**src/design/rbs_pkg.sv**
```systemverilog
package rbs_pkg;

  localparam int NUM_LANES = 3;
  localparam int DIV_STEPS = 32;
  localparam int LANE_LAT = DIV_STEPS + 3;
  localparam int PIPE_LAT = LANE_LAT + 1;

  localparam logic [31:0] NEAR_ZERO_RAW = 32'd10738;
  localparam logic signed [31:0] T_MAX = 32'sh7fff_ffff;
  localparam logic signed [31:0] T_MIN = 32'sh8000_0000;

  typedef struct packed {
    logic near;
    logic ok;
    logic signed [31:0] t_in;
    logic signed [31:0] t_out;
  } lane_res_t;

endpackage

```
**src/design/rbs_merge.sv**
```systemverilog
module rbs_merge import rbs_pkg::*; (
  input  logic                          clk,
  input  logic                          en,
  input  lane_res_t [NUM_LANES-1:0]     res,
  input  logic [30:0]                   maxd,
  output logic                          hit
);

  logic signed [31:0] tmin, tmax, dmax;
  logic all_ok;
  logic hit_r;

  assign dmax = $signed({1'b0, maxd});

  always_comb begin
    tmin   = '0;
    tmax   = dmax;
    all_ok = 1'b1;
    for (int i = 0; i < NUM_LANES; i++) begin
      if (res[i].near) begin
        all_ok = all_ok & res[i].ok;
      end else begin
        if (res[i].t_in > tmin) tmin = res[i].t_in;
        if (res[i].t_out < tmax) tmax = res[i].t_out;
      end
    end
  end

  always_ff @(posedge clk) begin
    if (en) begin
      hit_r <= all_ok && (tmin <= tmax) && (tmax >= 0) && (tmin <= dmax);
    end
  end

  assign hit = hit_r;

endmodule

```
**config.mk**
```make
export PLATFORM = sky130hd
export DESIGN_NAME = rbs_merge
export DESIGN_NICKNAME = d
export VERILOG_FILES = /design/src/design/rbs_pkg.sv /design/src/design/rbs_merge.sv
export SDC_FILE = /design/constraint.sdc
export NUM_CORES = 1
export LEC_CHECK = 0
export ABC_CLOCK_PERIOD_IN_PS = 11800
export BUFFER_PORTS_ARGS = -buffer_cell sky130_fd_sc_hd__buf_4
export CAP_MARGIN = 25
export CORE_ASPECT_RATIO = 1.75
export CORE_MARGIN = 3
export CORE_UTILIZATION = 55
export CTS_CLUSTER_DIAMETER = 80
export DETAILED_ROUTE_END_ITERATION = 6
export PLACE_DENSITY = 0.86
export SYNTH_ARGS = -nofsm -noshare
export SYNTH_HDL_FRONTEND = slang
export SYNTH_SLANG_ARGS = --single-unit
```
**constraint.sdc**
```tcl
create_clock -name clk -period 11.8 [get_ports clk]
set_input_delay 1.18 -clock clk [delete_from_list [all_inputs] [get_ports clk]]
set_output_delay 1.18 -clock clk [all_outputs]
set_load 0.02 [all_outputs]
```
Word level (Yosys, flattened, before mapping) --
Index checks and enable logic that the tools add are counted.
Storage, ports and cells: output and inout port bits 1, input port bits 231, word-level logic and storage cells 30, flip-flop bits (word level) 1
Operators by class: reductions and logical operators 3, bitwise logic cells 2, mux-type cells 15, order comparisons 9
Operators with widths (number):
- $mux W32 | 12
- $lt A32 B32 Y1 | 3
- $gt A32 B32 Y1 | 2
- $le A32 B32 Y1 | 2
- $ge A32 B1 Y1 const B | 1
- $gt A32 B1 Y1 const B | 1
- $logic_and A1 B1 Y1 | 3
- $mux W1 | 3
- $and A1 B1 Y1 | 2

Depth between registers and ports, before layout --
depth after elaboration 13, mapped depth 49, mapped depth without buffers 47

Least setup slack after synthesis --
No wires, ideal clock.
kind in2reg, from input port maxd[1], to register hit_r (netlist: hit), data pin, setup time 130 ps, path slack 929 ps, arrival time 10741 ps, data required time 11670 ps, path buffers 3, stages 47, path through inv_1 > ha_1 > a21o_1 > a21o_1 > a21o_1 > a21o_1 > a21oi_1 > o21a_1 > o211ai_1 > a2111oi_0 > nor3_1 > ha_1 > nor2_1 > clkbuf_1 > mux2i_1 > ha_1 > a21o_1 > a21o_1 > [11 not listed] > nand2_1 > and3_1 > nand3_1 > o21ai_2 > mux2i_4 > buf_6 > mux2_2 > ha_1 > nor2b_1 > o21a_1 > o21ai_0 > nand2b_1 > a2111oi_0 > o21bai_1 > a21oi_1 > mux2_2 > a21oi_1 > o211a_1
On the way: word-level cells in the longest chain between the ends 13, elaborated cells on any way between the ends 15, classes of those cells order compare (6); mux (6); reduce/logical (3)
Ends and longest elaborated chain:
- from (decl) | RTL line rbs_merge.sv:5 | input logic [30:0] maxd,
- $lt A32 B32 Y1 | RTL line rbs_merge.sv:24 | if (res[i].t_out < tmax) tmax = res[i].t_out;
- $mux W32 | RTL line rbs_merge.sv:24
- $mux W32 | RTL line rbs_merge.sv:20 | if (res[i].near) begin
- $lt A32 B32 Y1 | RTL line rbs_merge.sv:24
- $mux W32 | RTL line rbs_merge.sv:24
- $mux W32 | RTL line rbs_merge.sv:20
- $lt A32 B32 Y1 | RTL line rbs_merge.sv:24
- $mux W32 | RTL line rbs_merge.sv:24
- $mux W32 | RTL line rbs_merge.sv:20
- $le A32 B32 Y1 | RTL line rbs_merge.sv:31 | hit_r <= all_ok && (tmin <= tmax) && (tmax >= 0) && (tmin <= dmax);
- $logic_and A1 B1 Y1 (2 in series) | RTL line rbs_merge.sv:31
- $logic_and A1 B1 Y1 * | RTL line rbs_merge.sv:31
- to (signal assigned) | RTL line rbs_merge.sv:31
- to (decl) | RTL line rbs_merge.sv:11 | logic hit_r;
Mark *: on every way between the ends. The rest lies on a longest branch, timed or not. A chain may end at the register's enable or synchronous reset.

Final worst setup path --
Same ends and word-level chain as after synthesis.

==> impl_metrics.tcl <==
set metrics [dict create \
    final_cell_mix "buf_4 (247), ha_1 (221), inv_1 (130)" \
    synthXorXnorAreaFrac 0.00118 \
    synth_edf_count 1 \
    finalCritPeriodShare 0.937 \
    syn_inst 975 \
    ys_types 57 \
    synthSimpleGateAreaFrac 0.167 \
    switching_share 0.515 \
    die_area_mm2 0.0149 \
    synth_compound_area_frac 0.188 \
    cts_hold_buf 0 \
    critPathCaptureType "flip-flop" \
    cp_slowest_cell "a2111oi_0" \
    routed_wl_mm 25.0 \
    seq_power_share 0.008 \
    grt_pass1_wl_mm 38.5 \
    path_common_cell "a21o_1" \
    yosys_warnings 0 \
    outcome "finished, final reports clean" \
    cp.arrival_ns 10.93 \
    nets 1654 \
    whs_ns 1.38 \
    seq_area_frac_synth 0.00406 \
    die_w_um 93.7 \
    first_pass_iters 5 \
    switching_power_w 0.000306 \
    power_density_mw_per_mm2 63.2 \
    netlist_area_mm2 0.00740 \
    required_ns 11.67 \
    fill_cells 1089 \
    rows 55 \
    synth-seq-cells 1 \
    start_kind "primary input" \
    final_core_util 0.718 \
    drive_gt1_frac 0.245 \
    p_comb_frac 0.992 \
    maxSlewViolCount 0 \
    grt_usage 0.314 \
    fin_tns_setup_ns 0 \
    coreArea_mm2 0.0131 \
    antenna_found_initial 1 \
    synth_mux_area_frac 0.183 \
    path_class "in -> reg" \
    drc_errors 0 \
    p_total_w 0.000594 \
    gp_congestion 1.01 \
    async_reset_ff_frac 0 \
    drt.antenna.violating_nets 0 \
    hold_violations 0 \
    drv_cap 0 \
    p_leak_nw 5.15 \
    synth_top_family_by_area "adder cells" \
    syn_nets 1427 \
    path_max_fanout 18 \
    hold_class "in -> reg" \
    grt_overflow 0 \
    intPower_w 0.000288 \
    synth-main-ff-cell "edfxtp_1" \
    max_clock_freq_mhz 90.4 \
    routed-via-count 8348 \
    syn_to_final_growth_pct 26.8 \
    grt_pass1_vias 8585 \
    drtIter0Drc 363 \
    clkPwrFrac 0 \
    rsz0062_at_grt "false" \
    worst_slew_pin_slew_ns 0.550 \
    peakVddDrop_v 0.0000356 \
    synth_area_per_cell_um2 7.59 \
    maxSlewHeadroom 0.633 \
    synth_fa_ha_area_frac 0.374 \
    initial_core_util 0.566 \
    setup_viol 0 \
    crit_path_max_incr_delay_ns 0.50 \
    hpwl_mm 22.6 \
    io_buffers 231 \
    fp.dieH_um 159 \
    path_clk_slew_ns 0 \
    period_needed_ns 11.06 \
    grt_max_degree 33 \
    io_pins 232 \
    layout_commonest_cell "buf_4" \
    wl_per_cell_um 18.2 \
    viasPerCell 6.08 \
    largest_register_ffs 1 \
]
==> cell usage after synthesis, drive strengths merged, types with 3 or more instances <==
| master | number | area share |
|---|---|---|
| a211oi | 5 | 0.0057 |
| buf | 11 | 0.011 |
| a21oi | 84 | 0.057 |
| and4 | 3 | 0.0036 |
| nor2 | 67 | 0.034 |
| o21ai | 34 | 0.023 |
| nor4 | 16 | 0.014 |
| nor3 | 14 | 0.010 |
| nor2b | 12 | 0.010 |
| a21o | 42 | 0.043 |
| nand3 | 16 | 0.011 |
| o21a | 11 | 0.011 |
| nand2 | 62 | 0.031 |
| a2111oi | 5 | 0.0059 |
| mux2i | 95 | 0.13 |
| mux2 | 32 | 0.053 |
| a31oi | 3 | 0.0025 |
| inv | 130 | 0.066 |
| clkbuf | 12 | 0.0061 |
| ha | 221 | 0.37 |
| o211ai | 8 | 0.0081 |
| and3 | 3 | 0.0025 |
| nand4 | 39 | 0.033 |
| nand2b | 11 | 0.0093 |
| o2111ai | 4 | 0.0047 |
==> per-layer routing <==
| metal | vias to the layer above | GRT usage | part of all wire |
|---|---|---|---|
| met4 | 0 | 0.173 | 0.066 |
| met2 | 372 | 0.597 | 0.51 |
| met3 | 117 | 0.0232 | 0.054 |
| li1 | 4052 | - | - |
| met5 | - | 0 | 0 |
| met1 | 3807 | 0.326 | 0.37 |
==> kinds of logic (layout without fill, tap and decap cells) <==
family | count (synthesis) | after routing
and+or+nand+nor | 252 | 252
adders and majority gates | 221 | 221
muxes | 127 | 127
other | 1 | 2
AOI/OAI and AO/OA | 219 | 219
DFF | 1 | 1
buffers and inverters | 153 | 378
xor gates and xnor gates | 1 | 1
==> timing repair <==
action / CTS / global route
gates resized for setup: 0 / 3
setup buffers: 0 / 3
setup endpoints to repair: 0 / 1
==> worst max-delay path: cells and delay by family <==
kind / cells / cell delay, ns
buffers and inverters: 5 / 0.94
and+or+nand+nor: 9 / 1.11
muxes: 5 / 1.54
xor gates and xnor gates: 1 / 0.11
AOI/OAI and AO/OA: 23 / 4.62
adders and majority gates: 5 / 1.42
==> cell type report <==
cell class	count	area [um2]	share of cell area
Antenna cell	1	2.50	0.000267
Inverter	130	488	0.0520
Multi-Input combinational cell	821	6790	0.723
Sequential cell	1	30.0	0.00320
Tap cell	171	214	0.0228
Timing Repair Buffer	248	1870	0.199
==> through the flow <==
step / area [um2] / cells / setup slack [ns]
after floorplan: 7400 / 975 / 0.929
after global placement: 9350 / 1368 / 0.904
after detailed placement: 9350 / 1368 / 0.662
after CTS: 9350 / 1368 / 0.669
after global routing: 9390 / 1372 / 0.0245
final: 9390 / 1372 / 0.738
==> path summary, 6_finish.rpt <==
path / from / endpoint / slack, ns / cells past startpoint
worst max-delay path: maxd[1] / hit$_DFFE_PP_ / 0.74 / 48
worst min-delay path: en / hit$_DFFE_PP_ / 1.38 / 1
==> power by group through the flow <==
| stage | Sequential, W | Clock (W) | Combinational, W |
|---|---|---|---|
| 3_5_place_dp | 0.00000501 | 0 | 0.000571 |
| 2_1_floorplan | 0.00000574 | 0 | 0.000384 |
| 4_1_cts | 0.00000503 | 0 | 0.000574 |
| 5_1_grt | 0.00000506 | 0.0000000000113 | 0.000649 |
| 3_3_place_gp | 0.00000501 | 0 | 0.000553 |
| 6_report | 0.00000503 | 0.0000000000113 | 0.000589 |
No activity file was read; power rests on OpenSTA's default activity.
